==> src/design/scpf_pkg.sv <==
`timescale 1ns / 1ps
`default_nettype none
// ----------------------------------------------------------------------------
// scpf_pkg
// Shared types and constants of the checksum packet framer: register
// indexes, reset values, queue entry layout and serializer steps.
// ----------------------------------------------------------------------------
package scpf_pkg;

    localparam int BYTE_W      = 8;
    localparam int LEN_W       = 11;
    localparam int SUM_W       = 16;
    localparam int CFG_IDX_W   = 2;
    localparam int QDEPTH      = 4;
    localparam int MAX_PAYLOAD = 1024;

    localparam logic [BYTE_W-1:0] MAGIC_FIRST  = 8'h88;
    localparam logic [BYTE_W-1:0] MAGIC_SECOND = 8'h33;
    localparam logic [BYTE_W-1:0] TRAILER_ZERO = 8'h00;

    localparam logic [BYTE_W-1:0] CMD_RESET  = 8'h04;
    localparam logic [BYTE_W-1:0] FLAG_RESET = 8'h00;
    localparam logic [LEN_W-1:0]  LEN_RESET  = 11'd640;

    typedef enum logic [CFG_IDX_W-1:0] {
        CFG_COMMAND = 2'd0,
        CFG_FLAG    = 2'd1,
        CFG_LENGTH  = 2'd2
    } t_cfg_idx;

    typedef struct packed {
        logic [BYTE_W-1:0] cmd;
        logic [BYTE_W-1:0] flag;
        logic [LEN_W-1:0]  len;
    } t_cfg;

    // One accepted input byte, classified by the front end.
    typedef struct packed {
        logic [BYTE_W-1:0] data;
        logic              hdr;   // header precedes this byte
        logic              tail;  // trailer follows this byte
        logic [BYTE_W-1:0] cmd;
        logic [BYTE_W-1:0] flag;
        logic [LEN_W-1:0]  len;
        logic [SUM_W-1:0]  sum;   // checksum including this byte
    } t_entry;

    typedef enum logic [3:0] {
        STEP_MAGIC0  = 4'd0,
        STEP_MAGIC1  = 4'd1,
        STEP_CMD     = 4'd2,
        STEP_FLAG    = 4'd3,
        STEP_LEN_LO  = 4'd4,
        STEP_LEN_HI  = 4'd5,
        STEP_DATA    = 4'd6,
        STEP_SUM_LO  = 4'd7,
        STEP_SUM_HI  = 4'd8,
        STEP_ACK     = 4'd9,
        STEP_STATUS  = 4'd10
    } t_step;

endpackage
`default_nettype wire

==> src/design/scpf_front.sv <==
`timescale 1ns / 1ps
`default_nettype none
// ----------------------------------------------------------------------------
// scpf_front
// Accepts payload bytes, tracks the packet position and running checksum,
// and writes one classified entry per byte into the queue.
// ----------------------------------------------------------------------------
module scpf_front #(
    parameter int MAX_PAYLOAD = scpf_pkg::MAX_PAYLOAD
) (
    input  wire                             i_clk,
    input  wire                             i_rst_n,
    input  wire                             i_push,
    input  wire                             i_full,
    input  wire [scpf_pkg::BYTE_W-1:0]      i_data,
    input  scpf_pkg::t_cfg                  i_cfg,
    output logic                            o_wr,
    output scpf_pkg::t_entry                o_entry
);

    localparam int LEN_W   = scpf_pkg::LEN_W;
    localparam int SUM_W   = scpf_pkg::SUM_W;
    localparam int LEN_TOP = (1 << LEN_W) - 1;
    localparam int EFF_MAX = (MAX_PAYLOAD > LEN_TOP) ? LEN_TOP : MAX_PAYLOAD;
    localparam int POS_W   = (EFF_MAX > 1) ? $clog2(EFF_MAX) : 1;
    localparam logic [LEN_W-1:0] LEN_CAP = LEN_W'(EFF_MAX);

    logic [POS_W-1:0] r_pos, n_pos;
    logic [SUM_W-1:0] r_sum, n_sum;

    logic [LEN_W-1:0] eff_len;
    logic [LEN_W:0]   pos_inc;
    logic [SUM_W-1:0] seed;
    logic [SUM_W-1:0] sum_new;
    logic             start;
    logic             close;

    always_comb begin
        if (i_cfg.len == '0) begin
            eff_len = LEN_W'(1);
        end else if (i_cfg.len > LEN_CAP) begin
            eff_len = LEN_CAP;
        end else begin
            eff_len = i_cfg.len;
        end
    end

    assign start   = (r_pos == '0);
    assign seed    = SUM_W'(i_cfg.cmd) + SUM_W'(i_cfg.flag)
                   + SUM_W'(eff_len[7:0]) + SUM_W'(eff_len[LEN_W-1:8]);
    assign sum_new = (start ? seed : r_sum) + SUM_W'(i_data);
    assign pos_inc = {{(LEN_W + 1 - POS_W){1'b0}}, r_pos} + (LEN_W + 1)'(1);
    assign close   = (pos_inc >= {1'b0, eff_len});

    assign o_wr          = i_push & ~i_full;
    assign o_entry.data  = i_data;
    assign o_entry.hdr   = start;
    assign o_entry.tail  = close;
    assign o_entry.cmd   = i_cfg.cmd;
    assign o_entry.flag  = i_cfg.flag;
    assign o_entry.len   = eff_len;
    assign o_entry.sum   = sum_new;

    // Advance position and sum per accepted byte; clear both on packet close.
    always_comb begin
        n_pos = r_pos;
        n_sum = r_sum;
        if (o_wr) begin
            n_pos = close ? '0 : pos_inc[POS_W-1:0];
            n_sum = close ? '0 : sum_new;
        end
    end

    always_ff @(posedge i_clk) begin
        if (!i_rst_n) begin
            r_pos <= '0;
            r_sum <= '0;
        end else begin
            r_pos <= n_pos;
            r_sum <= n_sum;
        end
    end

endmodule
`default_nettype wire

==> src/design/scpf_queue.sv <==
`timescale 1ns / 1ps
`default_nettype none
// ----------------------------------------------------------------------------
// scpf_queue
// Short first-in first-out queue of classified entries between the front
// end and the serializer.
// ----------------------------------------------------------------------------
module scpf_queue #(
    parameter int DEPTH = scpf_pkg::QDEPTH,
    parameter int W     = $bits(scpf_pkg::t_entry)
) (
    input  wire          i_clk,
    input  wire          i_rst_n,
    input  wire          i_wr,
    input  wire [W-1:0]  i_data,
    input  wire          i_rd,
    output logic         o_full,
    output logic         o_empty,
    output logic [W-1:0] o_head
);

    localparam int AW = (DEPTH > 1) ? $clog2(DEPTH) : 1;
    localparam int CW = $clog2(DEPTH + 1);

    logic [W-1:0]  r_mem [DEPTH];
    logic [AW-1:0] r_wp, n_wp;
    logic [AW-1:0] r_rp, n_rp;
    logic [CW-1:0] r_cnt, n_cnt;
    logic          do_wr;
    logic          do_rd;

    assign o_full  = (r_cnt == CW'(DEPTH));
    assign o_empty = (r_cnt == '0);
    assign o_head  = r_mem[r_rp];
    assign do_wr   = i_wr & ~o_full;
    assign do_rd   = i_rd & ~o_empty;

    always_comb begin
        n_wp  = r_wp;
        n_rp  = r_rp;
        n_cnt = r_cnt;
        if (do_wr) begin
            n_wp = (r_wp == AW'(DEPTH - 1)) ? '0 : r_wp + AW'(1);
        end
        if (do_rd) begin
            n_rp = (r_rp == AW'(DEPTH - 1)) ? '0 : r_rp + AW'(1);
        end
        if (do_wr && !do_rd) begin
            n_cnt = r_cnt + CW'(1);
        end else if (do_rd && !do_wr) begin
            n_cnt = r_cnt - CW'(1);
        end
    end

    always_ff @(posedge i_clk) begin
        if (do_wr) begin
            r_mem[r_wp] <= i_data;
        end
    end

    always_ff @(posedge i_clk) begin
        if (!i_rst_n) begin
            r_wp  <= '0;
            r_rp  <= '0;
            r_cnt <= '0;
        end else begin
            r_wp  <= n_wp;
            r_rp  <= n_rp;
            r_cnt <= n_cnt;
        end
    end

endmodule
`default_nettype wire

==> src/design/scpf_back.sv <==
`timescale 1ns / 1ps
`default_nettype none
// ----------------------------------------------------------------------------
// scpf_back
// Serializer: expands the queue head into header, payload and trailer bytes,
// one per cycle, into a registered output slot, while it is free or popped.
// ----------------------------------------------------------------------------
module scpf_back (
    input  wire                             i_clk,
    input  wire                             i_rst_n,
    input  wire                             i_valid,
    input  scpf_pkg::t_entry                i_entry,
    output logic                            o_rd,
    input  wire                             i_pop,
    output logic                            o_empty,
    output logic [scpf_pkg::BYTE_W-1:0]     o_byte,
    output logic                            o_end,
    output logic                            o_last
);

    localparam int BYTE_W = scpf_pkg::BYTE_W;

    scpf_pkg::t_step   r_step, n_step;
    logic              r_mid;
    scpf_pkg::t_step   cur_step;
    scpf_pkg::t_step   last_step;
    logic              is_last;
    logic              load;
    logic [BYTE_W-1:0] cur_byte;

    logic              r_ovalid;
    logic [BYTE_W-1:0] r_obyte;
    logic              r_oend;
    logic              r_olast;

    assign cur_step  = r_mid ? r_step
                     : (i_entry.hdr ? scpf_pkg::STEP_MAGIC0 : scpf_pkg::STEP_DATA);
    assign last_step = i_entry.tail ? scpf_pkg::STEP_STATUS : scpf_pkg::STEP_DATA;
    assign is_last   = (cur_step == last_step);
    assign load      = i_valid & (~r_ovalid | i_pop);
    assign o_rd      = load & is_last;

    // Next step
    always_comb begin
        unique case (cur_step)
            scpf_pkg::STEP_MAGIC0: n_step = scpf_pkg::STEP_MAGIC1;
            scpf_pkg::STEP_MAGIC1: n_step = scpf_pkg::STEP_CMD;
            scpf_pkg::STEP_CMD:    n_step = scpf_pkg::STEP_FLAG;
            scpf_pkg::STEP_FLAG:   n_step = scpf_pkg::STEP_LEN_LO;
            scpf_pkg::STEP_LEN_LO: n_step = scpf_pkg::STEP_LEN_HI;
            scpf_pkg::STEP_LEN_HI: n_step = scpf_pkg::STEP_DATA;
            scpf_pkg::STEP_DATA:   n_step = scpf_pkg::STEP_SUM_LO;
            scpf_pkg::STEP_SUM_LO: n_step = scpf_pkg::STEP_SUM_HI;
            scpf_pkg::STEP_SUM_HI: n_step = scpf_pkg::STEP_ACK;
            scpf_pkg::STEP_ACK:    n_step = scpf_pkg::STEP_STATUS;
            default:               n_step = scpf_pkg::STEP_MAGIC0;
        endcase
    end

    // Byte for the current step
    always_comb begin
        unique case (cur_step)
            scpf_pkg::STEP_MAGIC0: cur_byte = scpf_pkg::MAGIC_FIRST;
            scpf_pkg::STEP_MAGIC1: cur_byte = scpf_pkg::MAGIC_SECOND;
            scpf_pkg::STEP_CMD:    cur_byte = i_entry.cmd;
            scpf_pkg::STEP_FLAG:   cur_byte = i_entry.flag;
            scpf_pkg::STEP_LEN_LO: cur_byte = i_entry.len[7:0];
            scpf_pkg::STEP_LEN_HI: cur_byte = BYTE_W'(i_entry.len[scpf_pkg::LEN_W-1:8]);
            scpf_pkg::STEP_DATA:   cur_byte = i_entry.data;
            scpf_pkg::STEP_SUM_LO: cur_byte = i_entry.sum[7:0];
            scpf_pkg::STEP_SUM_HI: cur_byte = i_entry.sum[15:8];
            default:               cur_byte = scpf_pkg::TRAILER_ZERO;
        endcase
    end

    always_ff @(posedge i_clk) begin
        if (!i_rst_n) begin
            r_mid    <= 1'b0;
            r_step   <= scpf_pkg::STEP_MAGIC0;
            r_ovalid <= 1'b0;
        end else if (load) begin
            r_mid    <= ~is_last;
            r_step   <= n_step;
            r_ovalid <= 1'b1;
        end else if (i_pop) begin
            r_ovalid <= 1'b0;
        end
    end

    always_ff @(posedge i_clk) begin
        if (load) begin
            r_obyte <= cur_byte;
            r_oend  <= (cur_step == scpf_pkg::STEP_STATUS);
            r_olast <= is_last;
        end
    end

    assign o_empty = ~r_ovalid;
    assign o_byte  = r_obyte;
    assign o_end   = r_oend;
    assign o_last  = r_olast;

endmodule
`default_nettype wire

==> src/design/sum_checksum_packet_framer.sv <==
`timescale 1ns / 1ps
`default_nettype none
// Path: an accepted byte is written into the queue, then its first result
//   goes into the registered output slot once the slot is free or popped.
// Throughput: one output byte per cycle, set by the serializer, while the
//   queue holds an entry and the output slot is free or being popped.
// Reset: synchronous, active low; clears position, checksum, queue and output
//   slot, and loads the register defaults (command 4, flag 0, len 640).
// ----------------------------------------------------------------------------
// sum_checksum_packet_framer
// Cuts a byte stream into packets with a six-byte header and a four-byte
// trailer carrying a 16-bit additive checksum.
// ----------------------------------------------------------------------------
module sum_checksum_packet_framer #(
    parameter int MAX_PAYLOAD = scpf_pkg::MAX_PAYLOAD
) (
    input  wire                               i_clk,
    input  wire                               i_rst_n,
    // input queue side
    input  wire                               push,
    output logic                              full,
    input  wire [scpf_pkg::BYTE_W-1:0]        i_data_byte,
    // result queue side
    output logic                              empty,
    input  wire                               pop,
    output logic [scpf_pkg::BYTE_W-1:0]       o_out_byte,
    output logic                              o_packet_end,
    output logic                              o_run_last,
    // configuration writes
    input  wire                               i_cfg_valid,
    output logic                              o_cfg_ready,
    input  wire [scpf_pkg::CFG_IDX_W-1:0]     i_cfg_index,
    input  wire [scpf_pkg::LEN_W-1:0]         i_cfg_data
);

    // Configuration registers. The user must make writes land only while the
    // block is idle (unchecked here), so the front end can read them directly.
    scpf_pkg::t_cfg r_cfg;

    assign o_cfg_ready = 1'b1;

    always_ff @(posedge i_clk) begin
        if (!i_rst_n) begin
            r_cfg.cmd  <= scpf_pkg::CMD_RESET;
            r_cfg.flag <= scpf_pkg::FLAG_RESET;
            r_cfg.len  <= scpf_pkg::LEN_RESET;
        end else if (i_cfg_valid && o_cfg_ready) begin
            // Drop writes to an index beyond the register list.
            unique case (scpf_pkg::t_cfg_idx'(i_cfg_index))
                scpf_pkg::CFG_COMMAND: r_cfg.cmd  <= i_cfg_data[7:0];
                scpf_pkg::CFG_FLAG:    r_cfg.flag <= i_cfg_data[7:0];
                scpf_pkg::CFG_LENGTH:  r_cfg.len  <= i_cfg_data;
                default: ;
            endcase
        end
    end

    // Front end: classify each byte (header before, trailer after) and
    // carry the running checksum into the entry.
    logic             q_wr;
    logic             q_rd;
    logic             q_full;
    logic             q_empty;
    scpf_pkg::t_entry f_entry;
    scpf_pkg::t_entry q_head;

    scpf_front #(
        .MAX_PAYLOAD (MAX_PAYLOAD)
    ) u_front (
        .i_clk   (i_clk),
        .i_rst_n (i_rst_n),
        .i_push  (push),
        .i_full  (q_full),
        .i_data  (i_data_byte),
        .i_cfg   (r_cfg),
        .o_wr    (q_wr),
        .o_entry (f_entry)
    );

    // Decoupling queue: lets the front keep taking payload bytes while the
    // serializer spends extra cycles on header and trailer bytes.
    scpf_queue #(
        .DEPTH (scpf_pkg::QDEPTH),
        .W     ($bits(scpf_pkg::t_entry))
    ) u_queue (
        .i_clk   (i_clk),
        .i_rst_n (i_rst_n),
        .i_wr    (q_wr),
        .i_data  (f_entry),
        .i_rd    (q_rd),
        .o_full  (q_full),
        .o_empty (q_empty),
        .o_head  (q_head)
    );

    assign full = q_full;

    // Back end: emit one framed byte per cycle into the output slot while the slot is free or popped.
    scpf_back u_back (
        .i_clk   (i_clk),
        .i_rst_n (i_rst_n),
        .i_valid (~q_empty),
        .i_entry (q_head),
        .o_rd    (q_rd),
        .i_pop   (pop),
        .o_empty (empty),
        .o_byte  (o_out_byte),
        .o_end   (o_packet_end),
        .o_last  (o_run_last)
    );

endmodule
`default_nettype wire

==> config.mk <==
export PLATFORM = sky130hd
export DESIGN_NAME = sum_checksum_packet_framer
export DESIGN_NICKNAME = d
export VERILOG_FILES = /design/src/design/scpf_pkg.sv /design/src/design/scpf_front.sv /design/src/design/scpf_queue.sv /design/src/design/scpf_back.sv /design/src/design/sum_checksum_packet_framer.sv
export SDC_FILE = /design/constraint.sdc
export NUM_CORES = 1
export LEC_CHECK = 0
export ABC_AREA = 1
export CAP_MARGIN = 25
export CORE_MARGIN = 3
export CORE_UTILIZATION = 45
export CTS_BUF_LIST = sky130_fd_sc_hd__clkbuf_4
export CTS_CLUSTER_DIAMETER = 100
export DETAILED_ROUTE_END_ITERATION = 8
export DONT_BUFFER_PORTS = 1
export PLACE_DENSITY_LB_ADDON = 0.3
export SETUP_SLACK_MARGIN = 0.05
export SYNTH_ARGS = -nofsm -noshare
export SYNTH_HDL_FRONTEND = slang
export SYNTH_SLANG_ARGS = --single-unit
==> constraint.sdc <==
create_clock -name i_clk -period 5.6 [get_ports i_clk]
set_input_delay 1.12 -clock i_clk [delete_from_list [all_inputs] [get_ports i_clk]]
set_output_delay 1.12 -clock i_clk [all_outputs]
set_load 0.01 [all_outputs]
==> results.md, run 1 <==
- Pwr Total: 6643 µW
- Pwr Density: between 400 and 500 mW/mm²
- Most common cell after layout, fill and taps aside: nor2_1
- Skew final: roughly 0.042 ns
- Maximum clock frequency: 197.6 MHz
- R2R Setup Slk: 0.54 ns
- Maximum vdd drop: 478.9 µV
- Share of layout cells above drive strength 1: 14.41%
- Synth Cell Area: 0.01344 mm²
- Slew Limit Fails: 0
- WL per Instance: 18.18 µm
- Core ar.: 0.02909 mm²
- Critical path data arrival time: 5.43 ns
- Total track usage: roughly a fifth
- Dpl hpwl: a little over 20000 µm
- Die Wd: between 150 and 200 µm
- Critical path startpoint category: flip-flop
- Routing usage on met1: 28.29%
- Met3 Track Usage GR: 5.379%
- Async SR Flop Fraction: 0%
- Die height: 178.8 µm
- CTS tree: done
- Worst hold path class: reg -> reg
- Detailed-router iteration count before antenna repair: 6
- Clock Sinks: 290
- Crit path max fanout: 6
- Met2 usage: 32.40%
- Slowest stage cell, crit path: dfxtp_1
- CP Capture Type: flip-flop
- GRT busiest layer: met2
- First-pass GRT wire length: approximately 51000 µm
- Period Utilization, post-route: 90.36%
- Slew headroom: 37.79%
- Clock tree buffer depth: 3
- DR vias: 9669
- DR iter-0 viols: 843
- Top cell family by delay on the critical path: adder cells
- # rows: 62
- Final hold violation count: 0
- I/O Buffers: 0
- Initial antenna violation count: 3
- H-Tree Level Count: 3
- Unrepaired setup endpoints after global routing: no
- WP buf/inv: 3
- Initial Utilization: around 46%
- Critical path, cell by cell: ha_1, inv_1, fa_1, o21ai_0, a21oi_1, o21ai_0, xnor2_1, inv_1, ha_1, ha_1, nand2_1, nand2_1, a31oi_1, xor2_1, o21ai_0, ha_1, nand2_1, inv_1, nand3_1, o21ai_1, nand3_1, nor2_2, nand3_1, and2_1
- Clk slew on worst S/H paths: 0.07 ns
- DRT Wirelength: ~33000 µm
- # DRC: 0
- Main synth FF type: edfxtp_1
- Post-synth EDFFs: 222
- Crit Path Class: reg -> reg
- Worst path required time: approximately 6.0 ns
- Worst skew pair latency: 0.67 ns
- Area grow syn2layout: 10.18%
- CP most frequent cell: ha_1
- Vias in the first global route: roughly 9300
- Largest stage delay on the critical path: about 0.42 ns
- Fin crit period: 5.060 ns
- MaxCap Viol Count: 0
- Setup violators final: 0
- Yosys warning count: 0
- Root Buffer: clkbuf_4
- Drt via density: 5.348
- Ranking of synthesized cells by area: edfxtp_1, dfxtp_1, nor2_1
- Total CTS buffers: 75
- Gate Count Post-Synth: 1326
- Final nets: approximately 1500
- Final GP Congestion: 0.9540
- Synth Net Count: around 1400
- Measured slew at the worst slew-check pin: 0.9331 ns
- Total negative slack: 0 ns
- Area leader, netlist: edfxtp_1
- Register area share after synthesis: 59.74%
- Status: finished clean
- Top cell type's share of synthesized area: 49.61%
- Largest net degree at the start of global routing: between 60 and 70
- Synth unique cells: 48
- Lkg Pwr: slightly below 0.006 µW
- Overflow after GRT: 0
- Syn_area_per_cell: just over 10 µm²
- IO Count: 39
- Die ar.: around 0.032 mm²
- Synthesized flop and latch total: 290
- Commonest non-fill, non-tap cells in the layout: nor2_1, edfxtp_1, nand2_1
- Antenna Nets Post-Route: 0
-- registers in the layout, indices dropped and copies added, names as in the netlist, named ones only --
register,count
u_back.r_mid,1
u_front.r_pos,10
u_queue.r_rp,2
u_back.r_ovalid,1
u_back.r_step,4
r_cfg,27
u_back.o_end,1
u_queue.r_mem,212
u_back.o_last,1
u_back.o_byte,8
u_front.r_sum,16
u_queue.r_wp,2
u_queue.r_cnt,3
-- worst register-to-register path: stages (launching register included) --
cell and delay, ns:
dfxtp_1 0.42, ha_1 0.21, inv_1 0.06, fa_1 0.40, o21ai_0 0.35, a21oi_1 0.11
o21ai_0 0.29, xnor2_1 0.17, inv_1 0.07, ha_1 0.27, ha_1 0.37, nand2_1 0.09
nand2_1 0.07, a31oi_1 0.19, xor2_1 0.15, o21ai_0 0.09, ha_1 0.36, nand2_1 0.07
inv_1 0.07, nand3_1 0.06, o21ai_1 0.28, nand3_1 0.21, nor2_2 0.14, nand3_1 0.09
and2_1 0.20
-- repair_timing --
item / CTS / global route
setup endpoints to repair: 0 / 4
hold buffers: 0 / 0
setup buffers: 0 / 0
resized for setup: 0 / 1
-- area by class of cell --
class / count / area [µm²]
fillers: 2679 / 14290
flip-flops and latches: 290 / 8033
multi-input cells: 873 / 4785
clock buffers: 117 / 878.3
well taps: 384 / 480.5
inverters: 112 / 420.4
repair buffers: 15 / 112.6
clock inverters: 16 / 92.59
diodes: 1 / 2.502
-- through the flow --
step | utilization (%) | hold WS, ns | std cells | setup slack [ns] | cell area [µm²]
5_1_grt | 50.89 | 0.4896 | 1808 | 0.1519 | 14800
4_1_cts | 50.88 | 0.4677 | 1807 | 0.4117 | 14800
3_5_place_dp | 47.54 | 0.4578 | 1674 | 0.5270 | 13830
3_3_place_gp | 47.54 | 0.4535 | 1674 | 0.6595 | 13830
2_1_floorplan | - | 0.4444 | 1326 | 1.108 | 13440
6_report | 50.89 | 0.4644 | 1808 | 0.5400 | 14800
-- kinds of logic (layout without fill, tap and decap cells) --
family	count (synthesis)	after routing	share of synthesized area, %
flip-flops	290	290	59.74
buffers and inverters	163	260	4.917
other	1	2	0.02791
adder cells (fa/ha/maj)	60	60	5.922
AND/OR/NAND/NOR	489	489	15.25
AO/OA/AOI/OAI	296	296	12.32
XOR/XNOR	27	27	1.816
-- power breakdown --
part           switching, µW  internal [µW]  total (µW)
combinational           1380            519        1890
clock                    823            994        1820
sequential               165           2770        2930
-- Yosys cell counts (all sizes together) (7+ instances only) --
cell,instances
a31oi,8
nor3,10
ha,54
a21oi,117
nand3,35
o21ai,142
clkbuf,37
buf,14
xor2,20
inv,109
nor2,244
o22ai,11
nand2,183
edfxtp,222
dfxtp,68
xnor2,7
-- routing by layer --
layer	share of wire [%]	wire, µm
met1	43	14290
met2	45	14780
met3	8.7	2867
met4	2.8	908
met5	0.073	24
-- final timing paths --
check	cells after the start	startpoint	endpoint
setup / recovery	24	r_cfg[11]	u_queue.r_mem[0][14]
hold / removal	2	u_front.r_sum[12]	u_front.r_sum[12]
setup reg to reg	24	r_cfg[11]	u_queue.r_mem[0][14]
hold reg to reg	2	u_front.r_sum[12]	u_front.r_sum[12]
No activity file was read; power rests on OpenSTA's default activity.
==> inputs of run 2 (changes only) <==
ABC_AREA = default   (was 1)
==> run 2 against run 1 <==
Against the previous run:
- die area down 2.2%
- count of clock-buffer cells in the layout down 13
- cell area down 2.0%
- combinational power down 24%
- synthesized cell count down 28%
- fmax up 3.7%
- first-iteration DRC count down 27%
- register-to-register slack better by 0.18 ns
- sequential share of layout area up 1.1 points
- non-clock buffer count down 3
- hold slack worse by 0.016 ns
- sequential cell count unchanged
- largest power group unchanged
==> results.md, run 2 <==
- Final GP Congestion: 0.8208 (was 0.9540)
- Final Instance Area: 0.01451 mm² (was 0.01480 mm²)
- Clock Sinks: 290 (unchanged)
- Synth Net Count: 1042 (was 1412)
- Root Buffer: clkbuf_4 (unchanged)
- Hold_buf cts: 0 (unchanged)
- Cell with the most instances after synthesis: edfxtp_1 (was nor2_1)
- Initial antenna violation count: 1 (was 3)
- WL per Instance: 20.91 µm (was 18.18 µm)
- Main synth FF type: edfxtp_1 (unchanged)
- Pwr Density: 417.6 mW/mm² (was 448.7 mW/mm²)
- Async SR Flop Fraction: 0% (unchanged)
- Register area share after synthesis: 61.13% (was 59.74%)
- Top cell type's share of synthesized area: 50.77% (was 49.61%)
- H-Tree Level Count: 3 (unchanged)
- Clock tree buffer depth: 3 (unchanged)
- Initial Utilization: 46.50% (was 46.19%)
- Reg2reg start: r_cfg[11] (unchanged)
- PostCTS Resize Cnt: 0 (unchanged)
- DR iter-0 viols: 619 (was 843)
- Die Wd: 176.8 µm (was 178.8 µm)
- Status: finished clean (unchanged)
- Area post-placement: 0.01356 mm² (was 0.01383 mm²)
- # DRC: 0 (unchanged)
- Pwr Total: 6060 µW (was 6643 µW)
- DR vias: 8119 (was 9669)
- Die ar.: 0.03127 mm² (was 0.03197 mm²)
- R2R cell count: 20 (was 24)
- Maximum vdd drop: 342.1 µV (was 478.9 µV)
- Hold path startpoint: u_front.r_sum[2] (was u_front.r_sum[12])
- Final nets: 1088 (was 1453)
- DRT Wirelength: 30050 µm (was 32870 µm)
- Crit path max fanout: 6 (unchanged)
- Fillers: 2440 (was 2679)
- Drt via density: 5.650 (was 5.348)
- MaxCap Viol Count: 0 (unchanged)
- Worst skew pair latency: 0.69 ns (was 0.67 ns)
- I/O Buffers: 0 (unchanged)
- Final cell count without fillers: 1437 (was 1808)
- Yosys warning count: 0 (unchanged)
- Lkg Pwr: 0.005299 µW (was 0.005765 µW)
- Skew final: 0.05338 ns (was 0.04224 ns)
- Period Utilization, post-route: 87.10% (was 90.36%)
- Max reg flops: 212 (unchanged)
- Synth unique cells: 71 (was 48)
- Fin crit period: 4.878 ns (was 5.060 ns)
- Hold Path Depth: 2 (unchanged)
- Critical path data arrival time: 5.50 ns (was 5.43 ns)
- Clk slew on worst S/H paths: 0.07 ns (about the same)
- Detailed-router iteration count before antenna repair: 5 (was 6)
- Vias in the first global route: 8164 (was 9335)
- Ranking of synthesized cells by area: edfxtp_1, dfxtp_1, mux4_2 (was edfxtp_1, dfxtp_1, nor2_1)
- Post-CTS setup buffers: 0 (unchanged)
- IO Count: 39 (unchanged)
- Final WS setup: 0.7223 ns (was 0.5400 ns)
- Total CTS buffers: 77 (was 75)
- Commonest cells post-synth: edfxtp_1, nand2_1, dfxtp_1 (was nor2_1, edfxtp_1, nand2_1)
- CTS tree: done (unchanged)
- Syn_area_per_cell: 13.74 µm² (was 10.13 µm²)
- Slew headroom: 36.24% (was 37.79%)
- Dpl hpwl: 20190 µm (was 20580 µm)
- Area leader, netlist: edfxtp_1 (unchanged)
- Total negative slack: 0 ns (unchanged)
- Area grow syn2layout: 10.52% (was 10.18%)
- Gate Count Post-Synth: 956 (was 1326)
- Critical path startpoint category: flip-flop (unchanged)
- Final hold violation count: 0 (unchanged)
- Largest net degree at the start of global routing: 51 (was 69)
- Crit Path Class: reg -> reg (unchanged)
- R2R Setup Slk: 0.72 ns (was 0.54 ns)
- Total track usage: 20.00% (was 20.87%)
- Measured slew at the worst slew-check pin: 0.9523 ns (was 0.9331 ns)
- Overflow after GRT: 0 (unchanged)
- Synthesized flop and latch total: 290 (unchanged)
- # rows: 61 (was 62)
- Top reg by flops: u_queue.r_mem (unchanged)
- Unrepaired setup endpoints after global routing: no (unchanged)
- Post-synth EDFFs: 222 (unchanged)
- Post-Place Worst Slack: 0.7488 ns (was 0.5270 ns)
- Synth Cell Area: 0.01313 mm² (was 0.01344 mm²)
- Hold Path Sink: u_front.r_sum[2] (was u_front.r_sum[12])
- Most common cell after layout, fill and taps aside: edfxtp_1 (was nor2_1)
- Slew Limit Fails: 0 (unchanged)
- Die height: 176.8 µm (was 178.8 µm)
- Setup violators final: 0 (unchanged)
- Placed Cells: 1301 (was 1674)
- Maximum clock frequency: 205.0 MHz (was 197.6 MHz)
- Core ar.: 0.02824 mm² (was 0.02909 mm²)
- Worst path required time: 6.22 ns (was 5.97 ns)
- Commonest non-fill, non-tap cells in the layout: edfxtp_1, clkbuf_4, nand2_1 (was nor2_1, edfxtp_1, nand2_1)
- Worst hold path class: reg -> reg (unchanged)
- CP Capture Type: flip-flop (unchanged)
- RR Endpoint: u_front.r_sum[15] (was u_queue.r_mem[0][14])
- Share of layout cells above drive strength 1: 19.09% (was 14.41%)
- Largest regs: u_queue.r_mem x212, r_cfg x27, u_front.r_sum x16 (unchanged)
- First-pass GRT wire length: 47270 µm (was 50950 µm)
- Antenna Nets Post-Route: 0 (unchanged)
-- run 2: changes by cell type in the layout (fill, tap and decap cells not counted), sizes merged, moves of 13 or more --
cell / delta
clkinv: +13
mux2i: +17
mux4: +53
inv: -76
clkbuf: -13
a21oi: -56
and3: +18
nor2: -181
nand2: -90
o21ai: -108
-- run 2: worst max path at each step --
stage                         start                   end  slack [ns]  cells after the start
final                     r_cfg[11]     u_front.r_sum[15]        0.72                     20
after global routing      r_cfg[11]     u_front.r_sum[15]        0.18                     20
after CTS                 r_cfg[11]     u_front.r_sum[15]        0.73                     20
after detailed placement  r_cfg[11]     u_front.r_sum[15]        0.75                     20
after global placement    r_cfg[19]     u_front.r_sum[15]        0.84                     20
after floorplan           r_cfg[11]  u_queue.r_mem[0][12]        1.22                     19
-- run 2: power by group --
group          total, µW  switching (µW)  internal [µW]  leakage (µW)
Sequential          2850             147           2710       0.00263
Clock               1770             858            916      0.000548
Combinational       1430             903            528       0.00212
Total               6060            1910           4150       0.00530
-- run 2: kinds of logic (layout without fill, tap and decap cells) --
| group | count (synthesis) | count (layout) | synth area share [%] |
|---|---|---|---|
| flip-flops | 290 | 290 | 61.13 |
| AND/OR/NAND/NOR | 260 | 260 | 9.824 |
| AO/OA/AOI/OAI | 161 | 161 | 7.804 |
| buffers and inverters | 81 | 183 | 2.563 |
| multiplexers | 70 | 70 | 10.39 |
| adder cells (fa/ha/maj) | 60 | 60 | 6.060 |
| XOR/XNOR | 33 | 33 | 2.201 |
| other | 1 | 2 | 0.02856 |
-- run 2: routing by layer --
layer	vias to the layer above	global-route usage, %	share of wire [%]
met1	4069	27.93	44
met2	262	31.56	47
li1	3742	-	-
met3	46	4.505	6.4
met4	0	6.088	1.9
met5	-	0	0
-- run 2: layout make-up --
| type | count | area (µm²) | area share [%] |
|---|---|---|---|
| Sequential cell | 290 | 8033 | 55.35 |
| Multi-Input combinational cell | 585 | 4781 | 32.94 |
| Clock buffer | 104 | 780.7 | 5.380 |
| Tap cell | 378 | 473.0 | 3.259 |
| Clock inverter | 31 | 167.7 | 1.155 |
| Timing Repair Buffer | 12 | 140.1 | 0.9656 |
| Inverter | 36 | 135.1 | 0.9311 |
| Antenna cell | 1 | 2.502 | 0.01724 |
-- run 2: per-stage QoR --
stage / util, % / hold WS, ns
floorplan: - / 0.4322
global placement: 48.02 / 0.4386
detailed placement: 48.02 / 0.4450
CTS: 51.38 / 0.4469
global route: 51.39 / 0.4457
finish: 51.39 / 0.4484
-- run 2: worst max-delay path, cell delays in order (launching register included) --
cell and delay (ns):
dfxtp_1 0.41, ha_1 0.20, inv_1 0.05, fa_1 0.39, xnor2_1 0.25, xor2_1 0.18
ha_1 0.26, ha_1 0.31, a211oi_1 0.33, o21bai_1 0.12, a21oi_1 0.18, xor2_1 0.15
o21ai_0 0.13, ha_1 0.37, nand2_1 0.06, o21ai_1 0.20, a31oi_1 0.17, nor3b_2 0.32
nand3_1 0.18, or4b_1 0.49, o21ai_1 0.08
==> inputs of run 3 (changes only) <==
==> constraint.sdc (replaced) <==
create_clock -name i_clk -period 5.6 [get_ports i_clk]
set_input_delay 0.56 -clock i_clk [delete_from_list [all_inputs] [get_ports i_clk]]
set_output_delay 0.56 -clock i_clk [all_outputs]
set_load 0.01 [all_outputs]
==> run 3 against run 2 <==
Against the previous run:
- cell area rose by 1.1%
- utilization rose by 0.54 points
- combinational power barely moved
- final cell count rose by 1.3%
- sequential power barely moved
- global-route usage rose by 0.34 points
- critical endpoint is now u_queue.r_mem[3][10]
==> results.md, run 3 (synthesized netlist as in run 2, its figures left out) <==
- First-pass GRT wire length: 48000 µm (was 47270 µm)
- Worst path required time: 6.06 ns (was 6.22 ns)
- Maximum vdd drop: 249.1 µV (was 342.1 µV)
- H-Tree Level Count: 3 (unchanged)
- Die ar.: 0.03127 mm² (unchanged)
- PostCTS Resize Cnt: 0 (unchanged)
- Slew Limit Fails: 0 (unchanged)
- Max reg flops: 212 (unchanged)
- Final nets: 1107 (was 1088)
- Fin crit period: 4.986 ns (was 4.878 ns)
- Core ar.: 0.02824 mm² (unchanged)
- Die height: 176.8 µm (unchanged)
- # DRC: 0 (unchanged)
- Top reg by flops: u_queue.r_mem (unchanged)
- Vias in the first global route: 8291 (was 8164)
- Initial Utilization: 46.50% (unchanged)
- Total CTS buffers: 76 (was 77)
- Dpl hpwl: 19620 µm (was 20190 µm)
- Largest regs: u_queue.r_mem x212, r_cfg x27, u_front.r_sum x16 (unchanged)
- Period Utilization, post-route: 89.04% (was 87.10%)
- Crit path max fanout: 6 (unchanged)
- Slowest stage cell, crit path: fa_1 (was or4b_1)
- Share of layout cells above drive strength 1: 19.24% (was 19.09%)
- Clk slew on worst S/H paths: 0.06 ns (was 0.07 ns)
- Measured slew at the worst slew-check pin: 0.9026 ns (was 0.9523 ns)
- Antenna Nets Post-Route: 0 (unchanged)
- Clock Sinks: 290 (unchanged)
- Skew final: 0.03340 ns (was 0.05338 ns)
- CTS tree: done (unchanged)
- Critical path startpoint category: flip-flop (unchanged)
- Total negative slack: 0 ns (unchanged)
- Initial antenna violation count: 2 (was 1)
- Crit Path Class: reg -> reg (unchanged)
- Maximum clock frequency: 200.6 MHz (was 205.0 MHz)
- Root Buffer: clkbuf_4 (unchanged)
- Total track usage: 20.34% (was 20.00%)
- MaxCap Viol Count: 0 (unchanged)
- DRT Wirelength: 30650 µm (was 30050 µm)
- Clock tree buffer depth: 3 (unchanged)
- CP Capture Type: flip-flop (unchanged)
- IO Count: 39 (unchanged)
- Worst skew pair latency: 0.67 ns (was 0.69 ns)
- WL per Instance: 21.07 µm (was 20.91 µm)
- Final GP Congestion: 0.8575 (was 0.8208)
- Pwr Density: 414.3 mW/mm² (was 417.6 mW/mm²)
- Die Wd: 176.8 µm (unchanged)
- Detailed-router iteration count before antenna repair: 5 (unchanged)
- Post-CTS setup buffers: 0 (unchanged)
- Lkg Pwr: 0.005394 µW (was 0.005299 µW)
- DR vias: 8115 (was 8119)
- Min Hold Slack: 0.05862 ns (was 0.4484 ns)
- Worst hold path class: in -> reg (was reg -> reg)
- Fillers: 2456 (was 2440)
- Largest stage delay on the critical path: 0.50 ns (was 0.49 ns)
- Drt via density: 5.577 (was 5.650)
- DR iter-0 viols: 730 (was 619)
- Most common cell after layout, fill and taps aside: edfxtp_1 (unchanged)
- Setup violators final: 0 (unchanged)
- # rows: 61 (unchanged)
- Final hold violation count: 0 (unchanged)
- Commonest non-fill, non-tap cells in the layout: edfxtp_1, clkbuf_4, nand2_1 (unchanged)
- Slew headroom: 39.56% (was 36.24%)
- Status: finished clean (unchanged)
- Critical path data arrival time: 5.45 ns (was 5.50 ns)
- Area grow syn2layout: 11.69% (was 10.52%)
- Largest net degree at the start of global routing: 54 (was 51)
- Overflow after GRT: 0 (unchanged)
- I/O Buffers: 0 (unchanged)
- Hold_buf cts: 21 (was 0)
- Critical path, cell by cell: ha_1, inv_1, fa_1, inv_1, fa_1, ha_1, inv_1, fa_1, nor2b_1, o21ai_0, a211oi_1, a21o_1, ha_1, nor2b_1, a311oi_1, a21o_1, or3_1, xor2_1 (was ha_1, inv_1, fa_1, xnor2_1, xor2_1, ha_1, ha_1, a211oi_1, o21bai_1, a21oi_1, xor2_1, o21ai_0, ha_1, nand2_1, o21ai_1, a31oi_1, nor3b_2, nand3_1, or4b_1, o21ai_1)
- Unrepaired setup endpoints after global routing: no (unchanged)
==> run 3: changes by cell type in the layout (fill, tap and decap cells not counted), sizes merged <==
cell	change
buf	-1
clkbuf	+5
clkinv	-7
clkinvlp	-3
dlygate4sd3	+21
inv	+3
==> run 3: layout make-up <==
| cell class | count | area (µm²) | share of cell area, % |
|---|---|---|---|
| Sequential cell | 290 | 8033 | 54.77 |
| Multi-Input combinational cell | 585 | 4781 | 32.60 |
| Clock buffer | 109 | 818.3 | 5.579 |
| Tap cell | 378 | 473.0 | 3.225 |
| Timing Repair Buffer | 32 | 292.8 | 1.996 |
| Inverter | 36 | 135.1 | 0.9213 |
| Clock inverter | 24 | 131.4 | 0.8957 |
| Antenna cell | 1 | 2.502 | 0.01706 |
==> run 3: worst paths after layout <==
path	from	depth (start not counted)	slack (ns)	to
hold / removal	i_cfg_data[1]	2	0.06	r_cfg[12]
setup / recovery	r_cfg[19]	18	0.61	u_queue.r_mem[3][10]
setup reg to reg	r_cfg[19]	18	0.61	u_queue.r_mem[3][10]
hold reg to reg	u_front.r_sum[7]	2	0.46	u_front.r_sum[7]
==> run 3: critical path: cells and delay by family (launching register included) <==
family	cells	cell delay [ns]
AND/OR/NAND/NOR	3	0.53
buffers and inverters	3	0.18
adder cells (fa/ha/maj)	6	2.05
AO/OA/AOI/OAI	5	1.34
XOR/XNOR	1	0.28
flip-flops	1	0.41
==> run 3: metrics by stage <==
stage / std cells / total power (µW) / worst slack [ns] / area [µm²] / utilization [%]
floorplan: 956 / 3869 / 1.224 / 13130 / -
global placement: 1300 / 4289 / 0.7681 / 13500 / 47.82
detailed placement: 1300 / 4314 / 0.6641 / 13500 / 47.82
CTS: 1454 / 6140 / 0.6220 / 14660 / 51.93
global route: 1455 / 6426 / 0.2460 / 14670 / 51.94
finish: 1455 / 6076 / 0.6140 / 14670 / 51.94
==> run 3: metal layers <==
| metal | vias to the layer above | track usage (%) | routed length (µm) | share of wire, % |
|---|---|---|---|---|
| met4 | 0 | 6.285 | 636 | 2.1 |
| met3 | 48 | 4.740 | 2209 | 7.2 |
| met2 | 301 | 31.37 | 14200 | 46 |
| met5 | - | 0 | 0 | 0 |
| li1 | 3774 | - | - | - |
| met1 | 3992 | 28.92 | 13610 | 44 |
==> run 3: power breakdown <==
part	switching [µW]	internal, µW	leakage (µW)
sequential	150	2710	0.00263
combinational	895	523	0.00219
clock	852	946	0.000575
